## config.mk

```make
export PLATFORM = sky130hd
export DESIGN_NAME = minmax_pyramid_address_gen
export DESIGN_NICKNAME = d
export VERILOG_FILES = /design/src/rtl/mmpag_pkg.sv /design/src/rtl/mmpag_ctrl.sv /design/src/rtl/mmpag_dpath.sv /design/src/rtl/minmax_pyramid_address_gen.sv
export VERILOG_INCLUDE_DIRS = /design/src /design/src/rtl
export SDC_FILE = /design/constraint.sdc
export NUM_CORES = 2
export LEC_CHECK = 0
export ABC_CLOCK_PERIOD_IN_PS = 27900
export BUFFER_PORTS_ARGS = -buffer_cell sky130_fd_sc_hd__buf_2
export CAP_MARGIN = 25
export CORE_AREA = 5 5 344 346
export CTS_BUF_LIST = sky130_fd_sc_hd__clkbuf_16
export CTS_CLUSTER_DIAMETER = 120
export DETAILED_ROUTE_END_ITERATION = 10
export DIE_AREA = 0 0 349 351
export GPL_TIMING_DRIVEN = 0
export PLACE_DENSITY_LB_ADDON = 0.25
export RECOVER_POWER = 50
export SYNTH_ARGS = -nofsm -noshare
export SYNTH_HDL_FRONTEND = slang
export SYNTH_HIERARCHICAL = 1
export SYNTH_SLANG_ARGS = --single-unit
export TNS_END_PERCENT = 20
```

## constraint.sdc

```tcl
create_clock -name aclk -period 27.9 [get_ports aclk]
set_clock_uncertainty 0.05 [all_clocks]
set_input_delay 4.185 -clock aclk [delete_from_list [all_inputs] [get_ports aclk]]
set_output_delay 4.185 -clock aclk [all_outputs]
set_load 0.02 [all_outputs]
```

## src/rtl/minmax_pyramid_address_gen_macros.svh

```systemverilog
// ----------------------------------------------------------------------------
// minmax_pyramid_address_gen_macros.svh
// Assertion macros shared by the pyramid address generator RTL.
// ----------------------------------------------------------------------------
`ifndef MINMAX_PYRAMID_ADDRESS_GEN_MACROS_SVH
`define MINMAX_PYRAMID_ADDRESS_GEN_MACROS_SVH

// Same-cycle implication, sampled on aclk, off while aresetn is low.
`define MMPAG_ASSERT_NOW(label, ante, cons, msg) \
    label: assert property (@(posedge aclk) disable iff (!aresetn) \
        (ante) |-> (cons)) else $error(msg);

// Next-cycle implication, sampled on aclk, off while aresetn is low.
`define MMPAG_ASSERT_NEXT(label, ante, cons, msg) \
    label: assert property (@(posedge aclk) disable iff (!aresetn) \
        (ante) |=> (cons)) else $error(msg);

`endif

```

## src/rtl/mmpag_pkg.sv

```systemverilog
// ----------------------------------------------------------------------------
// mmpag_pkg
// Widths, power-of-3 table, status codes and control structs for the
// min/max pyramid address generator.
// ----------------------------------------------------------------------------
package mmpag_pkg;

    localparam int INDEX_BITS = 40;
    localparam int MAX_LEVELS = 21;

    localparam int DS_W      = 32;   // downsampling factor
    localparam int CNT_W     = 32;   // sample count, quotient, clipped columns
    localparam int ST_W      = 3;
    localparam int ADDR_W    = 36;
    localparam int COPY_W    = 33;
    localparam int OFS_W     = 40;
    localparam int WLEN_W    = 40;
    localparam int CFG_IDX_W = 1;
    localparam int CFG_DATA_W = 32;

    localparam int LVL_W     = $clog2(MAX_LEVELS + 1);
    localparam int DIV_CNT_W = $clog2(DS_W + 1);

    localparam longint unsigned POW3_MAX = longint'(3) ** MAX_LEVELS;
    localparam int POW_W  = $clog2(POW3_MAX + 1);
    localparam int CMP_W  = (POW_W > DS_W) ? POW_W : DS_W;
    localparam int OFF_W  = POW_W + 1;
    localparam int AW     = ((INDEX_BITS > WLEN_W) ? INDEX_BITS : WLEN_W) + 2;
    localparam int SUM_W  = ((OFF_W > ADDR_W) ? OFF_W : ADDR_W) + 2;

    typedef logic [POW_W-1:0] pow3_t;
    typedef pow3_t pow3_tab_t [0:MAX_LEVELS];

    function automatic pow3_tab_t pow3_table();
        pow3_tab_t t;
        longint unsigned p;
        p = 1;
        for (int i = 0; i <= MAX_LEVELS; i++) begin
            t[i] = pow3_t'(p);
            p = p * 3;
        end
        return t;
    endfunction

    localparam pow3_tab_t POW3 = pow3_table();

    typedef enum logic [ST_W-1:0] {
        ST_SERVED       = 3'd0,
        ST_NOT_READY    = 3'd1,
        ST_OUT_OF_RANGE = 3'd2,
        ST_BAD_FACTOR   = 3'd3,
        ST_BAD_RANGE    = 3'd4
    } status_t;

    typedef enum logic [CFG_IDX_W-1:0] {
        REG_PYRAMID_READY = 1'b0,
        REG_SAMPLE_COUNT  = 1'b1
    } cfg_reg_t;

    // controller -> datapath
    typedef struct packed {
        logic load;      // capture input item, start divider and level scan
        logic div_step;  // one divider bit + one level scan step
        logic range;     // clip window against available columns
        logic acc_step;  // add one pyramid level to the offset
        logic out_load;  // move the result into the output register
    } cmd_t;

    // datapath -> controller
    typedef struct packed {
        logic early;     // not ready, bad range or zero factor
        logic div_done;  // quotient and level scan finished
        logic acc_done;  // offset complete (or nothing to add)
    } sts_t;

endpackage

```

## src/rtl/mmpag_ctrl.sv

```systemverilog
// ----------------------------------------------------------------------------
// mmpag_ctrl
// Sequencer: accept, divide/scan, clip, accumulate, hand off result.
// ----------------------------------------------------------------------------
module mmpag_ctrl (
    input  logic               aclk,
    input  logic               aresetn,
    input  logic               s_valid,
    output logic               s_ready,
    output logic               m_valid,
    input  logic               m_ready,
    output mmpag_pkg::cmd_t    cmd,
    input  mmpag_pkg::sts_t    sts
);

    typedef enum logic [2:0] {
        S_IDLE,
        S_START,
        S_DIV,
        S_RANGE,
        S_ACC,
        S_DONE
    } state_t;

    state_t state_reg, state_next;
    logic   m_valid_reg, m_valid_next;

    always_comb begin
        state_next   = state_reg;
        cmd          = '0;
        unique case (state_reg)
            S_IDLE: begin
                if (s_valid) begin
                    cmd.load   = 1'b1;
                    state_next = S_START;
                end
            end
            S_START: begin
                state_next = sts.early ? S_DONE : S_DIV;
            end
            S_DIV: begin
                if (sts.div_done) begin
                    state_next = S_RANGE;
                end else begin
                    cmd.div_step = 1'b1;
                end
            end
            S_RANGE: begin
                cmd.range  = 1'b1;
                state_next = S_ACC;
            end
            S_ACC: begin
                if (sts.acc_done) begin
                    state_next = S_DONE;
                end else begin
                    cmd.acc_step = 1'b1;
                end
            end
            S_DONE: begin
                if (!m_valid_reg || m_ready) begin
                    cmd.out_load = 1'b1;
                    state_next   = S_IDLE;
                end
            end
            default: begin
                state_next = S_IDLE;
            end
        endcase

        // output slot: set on load, cleared when the transfer completes
        if (cmd.out_load) begin
            m_valid_next = 1'b1;
        end else if (m_ready) begin
            m_valid_next = 1'b0;
        end else begin
            m_valid_next = m_valid_reg;
        end
    end

    always_ff @(posedge aclk) begin
        if (!aresetn) begin
            state_reg   <= S_IDLE;
            m_valid_reg <= 1'b0;
        end else begin
            state_reg   <= state_next;
            m_valid_reg <= m_valid_next;
        end
    end

    assign s_ready = (state_reg == S_IDLE);
    assign m_valid = m_valid_reg;

endmodule

```

## src/rtl/mmpag_dpath.sv

```systemverilog
// ----------------------------------------------------------------------------
// mmpag_dpath
// Input capture, restoring divider, power-of-3 level scan, window clipping,
// level offset accumulator and result register.
// ----------------------------------------------------------------------------
module mmpag_dpath (
    input  logic                                     aclk,
    input  logic                                     aresetn,
    input  mmpag_pkg::cmd_t                          cmd,
    output mmpag_pkg::sts_t                          sts,
    input  logic                                     cfg_pyramid_ready,
    input  logic [mmpag_pkg::CNT_W-1:0]              cfg_sample_count,
    input  logic signed [mmpag_pkg::INDEX_BITS-1:0]  s_first_index,
    input  logic signed [mmpag_pkg::INDEX_BITS-1:0]  s_last_index,
    input  logic [mmpag_pkg::DS_W-1:0]               s_decim_factor,
    output logic [mmpag_pkg::ST_W-1:0]               m_status,
    output logic                                     m_from_pyramid,
    output logic [mmpag_pkg::ADDR_W-1:0]             m_min_start,
    output logic [mmpag_pkg::ADDR_W-1:0]             m_max_start,
    output logic [mmpag_pkg::COPY_W-1:0]             m_copy_count,
    output logic [mmpag_pkg::OFS_W-1:0]              m_dest_offset,
    output logic [mmpag_pkg::WLEN_W-1:0]             m_window_length
);

    localparam int IB = mmpag_pkg::INDEX_BITS;
    localparam int AW = mmpag_pkg::AW;
    localparam int DW = mmpag_pkg::DS_W;
    localparam int CW = mmpag_pkg::CNT_W;
    localparam int LW = mmpag_pkg::LVL_W;

    // ---------------- captured item ----------------
    logic signed [IB-1:0] t1_reg, t2_reg;
    logic [DW-1:0]        ds_reg;
    logic                 nr_reg, br_reg, zf_reg, raw_reg;
    logic [mmpag_pkg::WLEN_W-1:0] wlen_reg;

    logic signed [AW-1:0] w_full;
    logic [mmpag_pkg::WLEN_W-1:0] wlen_c;

    assign w_full = AW'(s_last_index) - AW'(s_first_index) + AW'(1);
    assign wlen_c = (w_full[AW-1:mmpag_pkg::WLEN_W] != '0) ? '1
                                                             : w_full[mmpag_pkg::WLEN_W-1:0];

    // ---------------- divider: sample_count / ds ----------------
    logic [DW-1:0]                     rem_reg, quo_reg;
    logic [mmpag_pkg::DIV_CNT_W-1:0]   div_cnt_reg;
    logic [DW+1:0]                     div_trial;

    assign div_trial = {1'b0, rem_reg, quo_reg[DW-1]} - {2'b00, ds_reg};

    // ---------------- level scan ----------------
    logic [LW-1:0]                 li_reg, lvl_a_reg, lvl_k_reg;
    logic                          scan_done_reg, a_found_reg, pot_reg;
    logic [mmpag_pkg::CMP_W-1:0]   p_cmp, n_cmp, d_cmp;
    logic                          li_at_max;

    assign p_cmp     = mmpag_pkg::CMP_W'(mmpag_pkg::POW3[li_reg]);
    assign n_cmp     = mmpag_pkg::CMP_W'(cfg_sample_count);
    assign d_cmp     = mmpag_pkg::CMP_W'(ds_reg);
    assign li_at_max = (li_reg == LW'(mmpag_pkg::MAX_LEVELS));

    // ---------------- window clipping ----------------
    logic signed [AW-1:0] t1_s, t2_s, av_s, neg_t1;
    logic                 oor_c, oor_reg;
    logic [CW-1:0]        s1_c, s2_c, s1_reg, s2_reg;
    logic [mmpag_pkg::OFS_W-1:0] dst_c, dst_reg;

    assign t1_s   = AW'(t1_reg);
    assign t2_s   = AW'(t2_reg);
    assign av_s   = $signed({{(AW-DW){1'b0}}, quo_reg});
    assign neg_t1 = -t1_s;
    assign oor_c  = t2_reg[IB-1] || (t1_s >= av_s) || (quo_reg == '0);
    assign s1_c   = t1_reg[IB-1] ? '0 : t1_s[CW-1:0];
    assign s2_c   = (t2_s >= av_s) ? (quo_reg - CW'(1)) : t2_s[CW-1:0];
    assign dst_c  = t1_reg[IB-1] ? neg_t1[mmpag_pkg::OFS_W-1:0] : '0;

    // ---------------- offset accumulator ----------------
    logic [LW-1:0]                 j_reg, acc_idx;
    logic [mmpag_pkg::OFF_W-1:0]   off_reg;
    mmpag_pkg::pow3_t              acc_term;

    assign acc_idx  = lvl_a_reg - j_reg;
    assign acc_term = (j_reg <= lvl_a_reg) ? mmpag_pkg::POW3[acc_idx] : '0;

    // ---------------- status to controller ----------------
    assign sts.early    = nr_reg || br_reg || zf_reg;
    assign sts.div_done = (div_cnt_reg == '0) && scan_done_reg;
    assign sts.acc_done = oor_reg || raw_reg || !pot_reg || (j_reg >= lvl_k_reg);

    // ---------------- result assembly ----------------
    logic [LW-1:0]                  pk_idx;
    mmpag_pkg::pow3_t               pk;
    logic [mmpag_pkg::SUM_W-1:0]    mn_full, mx_full;
    logic [mmpag_pkg::COPY_W-1:0]   cnt_c;
    mmpag_pkg::status_t             res_status;
    logic                           res_pyr;
    logic [mmpag_pkg::ADDR_W-1:0]   res_mn, res_mx;
    logic [mmpag_pkg::COPY_W-1:0]   res_cnt;
    logic [mmpag_pkg::OFS_W-1:0]    res_dst;
    logic [mmpag_pkg::WLEN_W-1:0]   res_wlen;

    assign pk_idx  = lvl_a_reg - lvl_k_reg;
    assign pk      = (lvl_k_reg <= lvl_a_reg) ? mmpag_pkg::POW3[pk_idx] : '0;
    assign mn_full = mmpag_pkg::SUM_W'(s1_reg) + mmpag_pkg::SUM_W'(off_reg);
    assign mx_full = mn_full + mmpag_pkg::SUM_W'(pk);
    assign cnt_c   = mmpag_pkg::COPY_W'(s2_reg) - mmpag_pkg::COPY_W'(s1_reg)
                   + mmpag_pkg::COPY_W'(1);

    always_comb begin
        res_status = mmpag_pkg::ST_SERVED;
        res_pyr    = 1'b0;
        res_mn     = '0;
        res_mx     = '0;
        res_cnt    = '0;
        res_dst    = '0;
        res_wlen   = '0;
        priority if (nr_reg) begin
            res_status = mmpag_pkg::ST_NOT_READY;
        end else if (br_reg) begin
            res_status = mmpag_pkg::ST_BAD_RANGE;
        end else if (zf_reg) begin
            res_status = mmpag_pkg::ST_BAD_FACTOR;
        end else if (oor_reg) begin
            res_status = mmpag_pkg::ST_OUT_OF_RANGE;
            res_wlen   = wlen_reg;
        end else if (raw_reg) begin
            res_mn   = mmpag_pkg::ADDR_W'(s1_reg);
            res_mx   = mmpag_pkg::ADDR_W'(s1_reg);
            res_cnt  = cnt_c;
            res_dst  = dst_reg;
            res_wlen = wlen_reg;
        end else if (!pot_reg) begin
            res_status = mmpag_pkg::ST_BAD_FACTOR;
        end else begin
            res_pyr  = 1'b1;
            res_mn   = mn_full[mmpag_pkg::ADDR_W-1:0];
            res_mx   = mx_full[mmpag_pkg::ADDR_W-1:0];
            res_cnt  = cnt_c;
            res_dst  = dst_reg;
            res_wlen = wlen_reg;
        end
    end

    // ---------------- control registers ----------------
    always_ff @(posedge aclk) begin
        if (!aresetn) begin
            div_cnt_reg   <= '0;
            li_reg        <= '0;
            scan_done_reg <= 1'b0;
            a_found_reg   <= 1'b0;
            pot_reg       <= 1'b0;
            nr_reg        <= 1'b0;
            br_reg        <= 1'b0;
            zf_reg        <= 1'b0;
            raw_reg       <= 1'b0;
            oor_reg       <= 1'b0;
            j_reg         <= '0;
            lvl_k_reg     <= '0;
        end else begin
            if (cmd.load) begin
                nr_reg        <= !cfg_pyramid_ready;
                br_reg        <= (s_last_index < s_first_index);
                zf_reg        <= (s_decim_factor == '0);
                raw_reg       <= (s_decim_factor == DW'(1));
                div_cnt_reg   <= mmpag_pkg::DIV_CNT_W'(DW);
                li_reg        <= '0;
                scan_done_reg <= 1'b0;
                a_found_reg   <= 1'b0;
                pot_reg       <= 1'b0;
                lvl_k_reg     <= '0;
                oor_reg       <= 1'b0;
            end
            if (cmd.div_step) begin
                if (div_cnt_reg != '0) begin
                    div_cnt_reg <= div_cnt_reg - mmpag_pkg::DIV_CNT_W'(1);
                end
                if (!scan_done_reg) begin
                    if (!a_found_reg && ((p_cmp >= n_cmp) || li_at_max)) begin
                        a_found_reg <= 1'b1;
                    end
                    if (p_cmp == d_cmp) begin
                        pot_reg   <= 1'b1;
                        lvl_k_reg <= li_reg;
                    end
                    if (li_at_max) begin
                        scan_done_reg <= 1'b1;
                    end else begin
                        li_reg <= li_reg + LW'(1);
                    end
                end
            end
            if (cmd.range) begin
                oor_reg <= oor_c;
                j_reg   <= LW'(1);
            end
            if (cmd.acc_step) begin
                j_reg <= j_reg + LW'(1);
            end
        end
    end

    // ---------------- payload registers ----------------
    always_ff @(posedge aclk) begin
        if (cmd.load) begin
            t1_reg   <= s_first_index;
            t2_reg   <= s_last_index;
            ds_reg   <= s_decim_factor;
            wlen_reg <= wlen_c;
            rem_reg  <= '0;
            quo_reg  <= cfg_sample_count;
        end
        if (cmd.div_step) begin
            if (div_cnt_reg != '0) begin
                if (!div_trial[DW+1]) begin
                    rem_reg <= div_trial[DW-1:0];
                    quo_reg <= {quo_reg[DW-2:0], 1'b1};
                end else begin
                    rem_reg <= {rem_reg[DW-2:0], quo_reg[DW-1]};
                    quo_reg <= {quo_reg[DW-2:0], 1'b0};
                end
            end
            if (!scan_done_reg && !a_found_reg && ((p_cmp >= n_cmp) || li_at_max)) begin
                lvl_a_reg <= li_reg;
            end
        end
        if (cmd.range) begin
            s1_reg  <= s1_c;
            s2_reg  <= s2_c;
            dst_reg <= dst_c;
            off_reg <= '0;
        end
        if (cmd.acc_step) begin
            off_reg <= off_reg + {acc_term, 1'b0};
        end
        if (cmd.out_load) begin
            m_status        <= res_status;
            m_from_pyramid  <= res_pyr;
            m_min_start     <= res_mn;
            m_max_start     <= res_mx;
            m_copy_count    <= res_cnt;
            m_dest_offset   <= res_dst;
            m_window_length <= res_wlen;
        end
    end

endmodule

```

## src/rtl/minmax_pyramid_address_gen.sv

```systemverilog
// ----------------------------------------------------------------------------
// minmax_pyramid_address_gen
// Read addressing for a base-3 min/max pyramid over a sampled time series.
// ----------------------------------------------------------------------------
// Usage:
//   Config port (cfg_wr_en/cfg_index/cfg_wdata) writes pyramid_ready (0) and
//   sample_count (1); write only while the block is idle.
//   Input channel s_*: one window request (first, last, decim_factor) per
//   transfer. Output channel m_*: exactly one result per request, in order.
//   Not ready, bad range and zero factor go straight to the result. The
//   32-step restoring divider (sample_count / decim_factor) sets the
//   length of the divide phase; the level scan runs beside it, and for
//   factor 3^k the offset accumulator adds k - 1 pyramid levels, one per
//   cycle. One request in flight at a time (s_ready high only while idle).
//   The result register frees the sequencer, so the next request runs while
//   a result waits; a second finished result holds until m_ready is seen.
//   Reset (aresetn low, synchronous) clears both config registers to 0,
//   the sequencer and m_valid.
// ----------------------------------------------------------------------------
`include "minmax_pyramid_address_gen_macros.svh"

module minmax_pyramid_address_gen (
    input  logic                                      aclk,
    input  logic                                      aresetn,
    // configuration
    input  logic                                      cfg_wr_en,
    input  logic [mmpag_pkg::CFG_IDX_W-1:0]           cfg_index,
    input  logic [mmpag_pkg::CFG_DATA_W-1:0]          cfg_wdata,
    // request channel
    input  logic                                      s_valid,
    output logic                                      s_ready,
    input  logic signed [mmpag_pkg::INDEX_BITS-1:0]   s_first_index,
    input  logic signed [mmpag_pkg::INDEX_BITS-1:0]   s_last_index,
    input  logic [mmpag_pkg::DS_W-1:0]                s_decim_factor,
    // result channel
    output logic                                      m_valid,
    input  logic                                      m_ready,
    output logic [mmpag_pkg::ST_W-1:0]                m_status,
    output logic                                      m_from_pyramid,
    output logic [mmpag_pkg::ADDR_W-1:0]              m_min_start,
    output logic [mmpag_pkg::ADDR_W-1:0]              m_max_start,
    output logic [mmpag_pkg::COPY_W-1:0]              m_copy_count,
    output logic [mmpag_pkg::OFS_W-1:0]               m_dest_offset,
    output logic [mmpag_pkg::WLEN_W-1:0]              m_window_length
);

    // Config registers
    logic                           pyramid_ready_reg;
    logic [mmpag_pkg::CNT_W-1:0]    sample_count_reg;

    always_ff @(posedge aclk) begin
        if (!aresetn) begin
            pyramid_ready_reg <= 1'b0;
            sample_count_reg  <= '0;
        end else if (cfg_wr_en) begin
            unique case (mmpag_pkg::cfg_reg_t'(cfg_index))
                mmpag_pkg::REG_PYRAMID_READY: pyramid_ready_reg <= cfg_wdata[0];
                mmpag_pkg::REG_SAMPLE_COUNT:
                    sample_count_reg <= cfg_wdata[mmpag_pkg::CNT_W-1:0];
                default: begin
                end
            endcase
        end
    end

    mmpag_pkg::cmd_t cmd;
    mmpag_pkg::sts_t sts;

    // Sequencer
    mmpag_ctrl u_ctrl (
        .aclk    (aclk),
        .aresetn (aresetn),
        .s_valid (s_valid),
        .s_ready (s_ready),
        .m_valid (m_valid),
        .m_ready (m_ready),
        .cmd     (cmd),
        .sts     (sts)
    );

    // Arithmetic and result register
    mmpag_dpath u_dpath (
        .aclk              (aclk),
        .aresetn           (aresetn),
        .cmd               (cmd),
        .sts               (sts),
        .cfg_pyramid_ready (pyramid_ready_reg),
        .cfg_sample_count  (sample_count_reg),
        .s_first_index     (s_first_index),
        .s_last_index      (s_last_index),
        .s_decim_factor    (s_decim_factor),
        .m_status          (m_status),
        .m_from_pyramid    (m_from_pyramid),
        .m_min_start       (m_min_start),
        .m_max_start       (m_max_start),
        .m_copy_count      (m_copy_count),
        .m_dest_offset     (m_dest_offset),
        .m_window_length   (m_window_length)
    );

    // Result decode for the checks
    logic out_pyr, out_served, out_raw, out_error, out_zero;

    assign out_pyr    = m_valid && m_from_pyramid;
    assign out_served = m_valid && (m_status == mmpag_pkg::ST_SERVED);
    assign out_raw    = out_served && !m_from_pyramid;
    assign out_error  = m_valid && (m_status != mmpag_pkg::ST_SERVED)
                     && (m_status != mmpag_pkg::ST_OUT_OF_RANGE);
    assign out_zero   = (m_window_length == '0) && (m_copy_count == '0);

    // Checks
    `MMPAG_ASSERT_NEXT(a_one_in_flight, s_valid && s_ready, !s_ready, "s_ready after transfer")
    `MMPAG_ASSERT_NOW(a_pyramid_served, out_pyr, out_served, "pyramid read not served")
    `MMPAG_ASSERT_NOW(a_raw_min_eq_max, out_raw, m_min_start == m_max_start, "raw min != max")
    `MMPAG_ASSERT_NOW(a_error_zero_fields, out_error, out_zero, "nonzero fields on error")

endmodule

```

Yosys cells after proc, flatten, opt, wreduce, memory -nomap -nowiden
Memory sizes are Yosys's and may differ from the RTL's.
Cells that the tools add are included.
{"block": "op_classes", "n_eq_ne": 12, "order_cmp": 10, "reduce_logical": 36, "n_addsub": 15, "muxes": 80, "bitwise": 5}
{"operator": "2-to-1 mux 32 bit", "n": 12}
{"operator": "2-to-1 mux 34 bit", "n": 8}
{"operator": "2-to-1 mux 40 bit", "n": 5}
{"operator": "greater-or-equal comparator 40 x 33 -> 1 bit", "n": 2}
{"operator": "2-to-1 mux 35 bit", "n": 2}
{"operator": "2-to-1 mux 33 bit", "n": 2}
{"operator": "logical NOT 32 bit", "n": 2}
{"operator": "2-to-1 mux 5 bit", "n": 10}
{"operator": "adder 42 x 2 -> 42 bit, second input constant", "n": 1}
{"operator": "subtractor 40 x 40 -> 41 bit", "n": 1}
{"operator": "less-than comparator 40 bit", "n": 1}
{"operator": "negator 40 bit", "n": 1}
{"operator": "adder 32 x 35 -> 36 bit", "n": 1}
{"operator": "adder 36 x 34 -> 36 bit", "n": 1}
{"operator": "adder 35 bit", "n": 1}
{"operator": "equality test 34 x 32 -> 1 bit", "n": 1}
{"operator": "greater-or-equal comparator 34 x 32 -> 1 bit", "n": 1}
{"operator": "subtractor 33 x 32 -> 34 bit", "n": 1}
{"operator": "adder 33 x 1 -> 33 bit, second input constant", "n": 1}
{"operator": "subtractor 32 x 32 -> 33 bit", "n": 1}
{"operator": "equality test 32 x 1 -> 1 bit, second input constant", "n": 1}
{"operator": "subtractor 32 x 1 -> 32 bit, second input constant", "n": 1}
{"operator": "2-to-1 mux 1 bit", "n": 27}
{"operator": "2-to-1 mux 3 bit", "n": 9}
{"operator": "other kinds (31)", "n": 65}
{"block": "totals", "mem_count": 3, "output_inout_bits": 191, "rom_bits": 3264, "wordCells": 198, "inputBits": 150, "register_bits": 615}
{"name": "(no name shown)", "words": 32, "word_bits": 34, "read_ports": 1, "rd_ports_with_merged_regs": 0, "wr": 0, "line_no": "mmpag_dpath.sv:83", "source": "assign acc_term = (j_reg <= lvl_a_reg) ? mmpag_pkg::POW3[acc_idx] : '0;"}
{"name": "(no name shown)", "words": 32, "word_bits": 34, "read_ports": 1, "rd_ports_with_merged_regs": 0, "wr": 0, "line_no": "mmpag_dpath.sv:103", "source": "assign pk = (lvl_k_reg <= lvl_a_reg) ? mmpag_pkg::POW3[pk_idx] : '0;"}
{"name": "(no name shown)", "words": 32, "word_bits": 34, "read_ports": 1, "rd_ports_with_merged_regs": 0, "wr": 0, "line_no": "mmpag_dpath.sv:57", "source": "assign p_cmp = mmpag_pkg::CMP_W'(mmpag_pkg::POW3[li_reg]);"}

Depth between registers and ports, before layout
{"block": "depth", "word_depth": 10, "ltp_mapped": 25, "mapped_depth_nobuf": 24}

Hierarchy
Netlist, hierarchy kept.
{"mod": "mmpag_dpath", "area_each_um2": 38081.5, "seq_area_each_um2": 16395.7, "cells_per_inst": 3843, "n_inst": 1}
{"mod": "minmax_pyramid_address_gen", "area_each_um2": 1431.4, "seq_area_each_um2": 660.6, "cells_per_inst": 149, "n_inst": 1}
{"mod": "mmpag_ctrl", "area_each_um2": 262.8, "seq_area_each_um2": 80.1, "cells_per_inst": 31, "n_inst": 1}

Worst setup path before layout
OpenSTA, ideal clock, no wires.
{"block": "synth_timing", "path_type": "input to register", "start": "in s_valid", "end": "reg u_dpath.zf_reg", "path_slack_ps": 6718, "path_buffers": 1, "required_ps": 27785, "stages": 8, "setup_time_ps": 65, "t_arrival_ps": 21067, "path_cell_list": "nor4b_1 > clkbuf_1 > clkinv_1 > nor4_1 > nand4_1 > nor3_1 > a21oi_1 > nor2_1"}
{"block": "synth_between", "elab_chain_len": 2}
{"element": "start: declaration", "line_no": "minmax_pyramid_address_gen.sv:30", "source": "input logic s_valid,"}
{"element": "2-to-1 mux 1 bit", "line_no": "mmpag_ctrl.sv:33", "source": "if (s_valid) begin"}
{"element": "2-to-1 mux 1 bit", "line_no": "mmpag_ctrl.sv:31", "source": "unique case (state_reg)"}
{"element": "end signal: assignment", "line_no": "mmpag_dpath.sv:163", "source": "zf_reg <= (s_decim_factor == '0);"}
{"element": "end: declaration", "line_no": "mmpag_dpath.sv:34", "source": "logic nr_reg, br_reg, zf_reg, raw_reg;"}
No other way between the ends.
A chain may end at the register's enable or synchronous reset.

Worst setup path after layout
{"block": "layout_timing", "start": "in s_first_index[1] in the netlist's numbering", "end": "reg u_dpath/wlen_reg[17] in the netlist's numbering, data pin"}
{"block": "layout_between", "elab_chain_len": 3}
{"element": "start: declaration", "line_no": "minmax_pyramid_address_gen.sv:32", "source": "input logic signed [mmpag_pkg::INDEX_BITS-1:0] s_first_index,"}
{"element": "subtractor 40 x 40 -> 41 bit (*)", "line_no": "mmpag_dpath.sv:40", "source": "assign w_full = AW'(s_last_index) - AW'(s_first_index) + AW'(1);"}
{"element": "adder 42 x 2 -> 42 bit (*)", "line_no": "mmpag_dpath.sv:40"}
{"element": "nonzero test 2 bit", "line_no": "mmpag_dpath.sv:41", "source": "assign wlen_c = (w_full[AW-1:mmpag_pkg::WLEN_W] != '0) ? '1"}
{"element": "end signal: assignment", "line_no": "mmpag_dpath.sv:208", "source": "wlen_reg <= wlen_c;"}
{"element": "end: declaration", "line_no": "mmpag_dpath.sv:35", "source": "logic [mmpag_pkg::WLEN_W-1:0] wlen_reg;"}
Mark *: on every way between the ends. The rest lies on a longest branch, timed or not.

==> impl_metrics.yaml <==
global_route:
  grt_max_degree: 119
  overflow: 0
  antenna_found_initial: 9
  grt_util_all_layers_pct: 19.9
  grt_pass1_wl_um: 186000
  grt_pass1_vias: 30000
drt:
  first_pass_iters: 6
  vias_per_cell: 5.17
  vias: 31300
  wl_um: 126000
  dr.first_iter.drc_count: 2402
  drtAntennaViolNets: 0
  route.detailed.drc: 0
  wl_per_cell_um: 20.8
synth:
  synth_cell_types: 91
  syn-instance-count: 4023
  synth_adder_area_share_pct: 14.2
  synth_edf_count: 484
  muxShareOfSynthArea_pct: 2.39
  avgSynthCellArea_um2: 9.89
  synth_xor_area_share_pct: 5.79
  synth_compound_area_share_pct: 14.6
  yosys.area.top_type: "edfxtp_1"
  synth_warnings: 6
  synthArstFlopShare_pct: 0
  synth-simple-area-share_pct: 15.6
  yosysSeqAreaShare_pct: 43.1
  yosysMostFrequentCell: "edfxtp_1"
  ys_ff_latch: 614
  ys.flop_type: "edfxtp_1"
  ys_top_cells_by_area: "edfxtp_1 (37%), ha_1 (13%), dfxtp_1 (6.5%)"
  syn_area_um2: 39800
  synth_top_cell_area_share_pct: 36.5
  synth_commonest_cells: "edfxtp_1 (484), ha_1 (407), nand2_1 (375)"
  synth_top_family_by_area: "simple AND/OR/NAND/NOR gates"
  synth_nets: 4607
placed_design:
  dp_hpwl_um: 101000
  place_congestion: 0.952
  io_buffer_count: 340
  place_area_um2: 43700
  place_ws_ns: 18.94
floorplanning:
  row_count: 125
  die_h_um: 351
  die-width_um: 349
  io_pins: 341
  initial_core_util_pct: 34.6
  coreArea_um2: 115000
  die_area_um2: 122000
clock_tree:
  cts_resized: 0
  cts_buffers: 73
  postCtsSetupBuffers: 0
  cts_root_buf: "clkbuf_16"
  cts_buffer_depth: 3
  clock_sinks: 614
  cts_tree: "yes"
  clk_pin_slew_worst_paths_ns: 0.06
  htreeDepth: 3
  ctsHoldBuffers: 0
  clk_latency_ns: 0.65
timing:
  rsz0062_at_grt: "false"
  setup_viol_count_final: 0
  tightest_slew_ns: 2.78
  worst_slack_ns: 19.50
  hold_viol: 0
  relSlewSlack_pct: -85.4
  slew_violations: 154
  fin_crit_ns: 8.40
  fmax_ghz: 0.119
  finalCritPeriodShare_pct: 30.1
worst_setup_path:
  required_ns: 28.23
  cpMostUsedCell: "inv_1"
  path_delay_family: "compound AO/OA/AOI/OAI gates"
  setup.worst_path.start: "s_first_index[1]"
  cp_cell_sequence: "clkbuf_1 > inv_1 > ha_1 > inv_1 > ha_1 > inv_1 > fa_1 > o21bai_1 > a21oi_2 > o211ai_1 > a41oi_2 > o21ai_1 > a31oi_1 > o41ai_1 > a211o_1 > or4_1 > a31o_1 > clkbuf_1 > nand2_1"
  critPathCaptureType: "flip-flop"
  path_class: "in2reg"
  cp_slowest_cell: "o41ai_1"
  worst-path-buf-inv: 5
  cp_max_fo: 10
  critPathMaxStageDelay_ns: 0.64
  worstPathArrival_ns: 8.73
  startpoint_type: "input port"
  r2r-start: "u_dpath/lvl_a_reg[0]$_DFFE_PP_"
pwr:
  power_density_nw_per_um2: 58.7
  power_w: 0.00268
  p_leak_nw: 18.7
  irDropWorstVdd_mv: 0.0412
run_status:
  failed_checks: "max-capacitance violations, max-slew violations"
  status: "finished, violations left"
hold_path:
  hp-start: "u_dpath/rem_reg[24]$_DFF_P_"
  hp-class: "reg2reg"
cells_and_area:
  syn_to_final_growth_pct: 14.9
  drive_gt1_share_pct: 9.46
  finalInstanceArea_um2: 45700
  nets: 5048
run:
  cap_violations: 5
worst min-delay path: cells and delay by family, from the launching register on:
kind	cells	cell delay, ns
flops	1	0.32
simple gates	1	0.06
compound gates	1	0.05
metal layers:
| layer | track usage [%] | wire [µm] | vias up |
|---|---|---|---|
| met5 | 0 | 0 | - |
| met4 | 6.18 | 3300 | 0 |
| met3 | 2.68 | 6930 | 154 |
| met2 | 32.7 | 58300 | 918 |
| met1 | 27.3 | 57400 | 14800 |
| li1 | - | - | 15400 |
report_power, final:
| group | internal [W] | switching, W |
|---|---|---|
| Clock | 0.000571 | 0.000400 |
| Sequential | 0.00107 | 0.0000674 |
| Combinational | 0.000223 | 0.000354 |
| Total | 0.00186 | 0.000821 |
layout make-up:
| class | instances | area (µm²) |
|---|---|---|
| repair buffers | 366 | 1730 |
| inverters | 319 | 1200 |
| flip-flops and latches | 614 | 17100 |
| clock inverters | 59 | 537 |
| clock buffers | 76 | 1900 |
| diodes | 8 | 20.0 |
| well taps | 1524 | 1910 |
| plain buffers | 119 | 551 |
| multi-input cells | 2971 | 20700 |
| fillers | 11600 | 69400 |
worst paths after layout:
path | slack (ns) | depth (start not counted) | end
max reg2reg | 20.90 | 24 | u_dpath/m_max_start[35]$_SDFFCE_PP0P_
max | 19.50 | 19 | u_dpath/wlen_reg[17]$_SDFFCE_PP1P_
min reg2reg | 0.42 | 2 | u_dpath/rem_reg[24]$_DFF_P_
min | 0.42 | 2 | u_dpath/rem_reg[24]$_DFF_P_
kinds of logic after synthesis:
group,after synthesis
and+or+nand+nor,1274
AOI/OAI and AO/OA,909
DFF,614
buffers and inverters,438
adders and majority gates,434
xor gates and xnor gates,263
muxes,91
layout by cell type (no fill, tap or decap), drive strengths merged, types with 11 or more instances in the layout:
cell type and instances:
xnor2 164, dfxtp 130, a211oi 33, nand3 70
a31oi 24, inv 334, clkbuf 289, edfxtp 484
o211ai 33, nand2b 38, fa 27, nand2 377
a21oi 259, and3 33, clkinv 32, or2 11
o21ai 259, mux2 31, and2 107, a22o 12
nor2 323, xor2 99, or3 14, a31o 13
o21a 23, ha 407, o31ai 17, a21o 104
or4 12, nand4 78, mux2i 60, nor2b 69
buf 272, nor4 32, o21bai 40, nor3 77
stage by stage:
stage               TNS, ns  hold slack [ns]  utilization, %  instances
finish                    0            0.423            39.7       6056
global route              0            0.450            39.7       6055
CTS                       0            0.423            40.1       6048
detailed placement        0            0.416            37.9       5913
global placement    -347.48            0.411            37.7       5887
floorplan                 0            0.366               -       4023
Note: power is estimated with default switching activity, not from simulation.
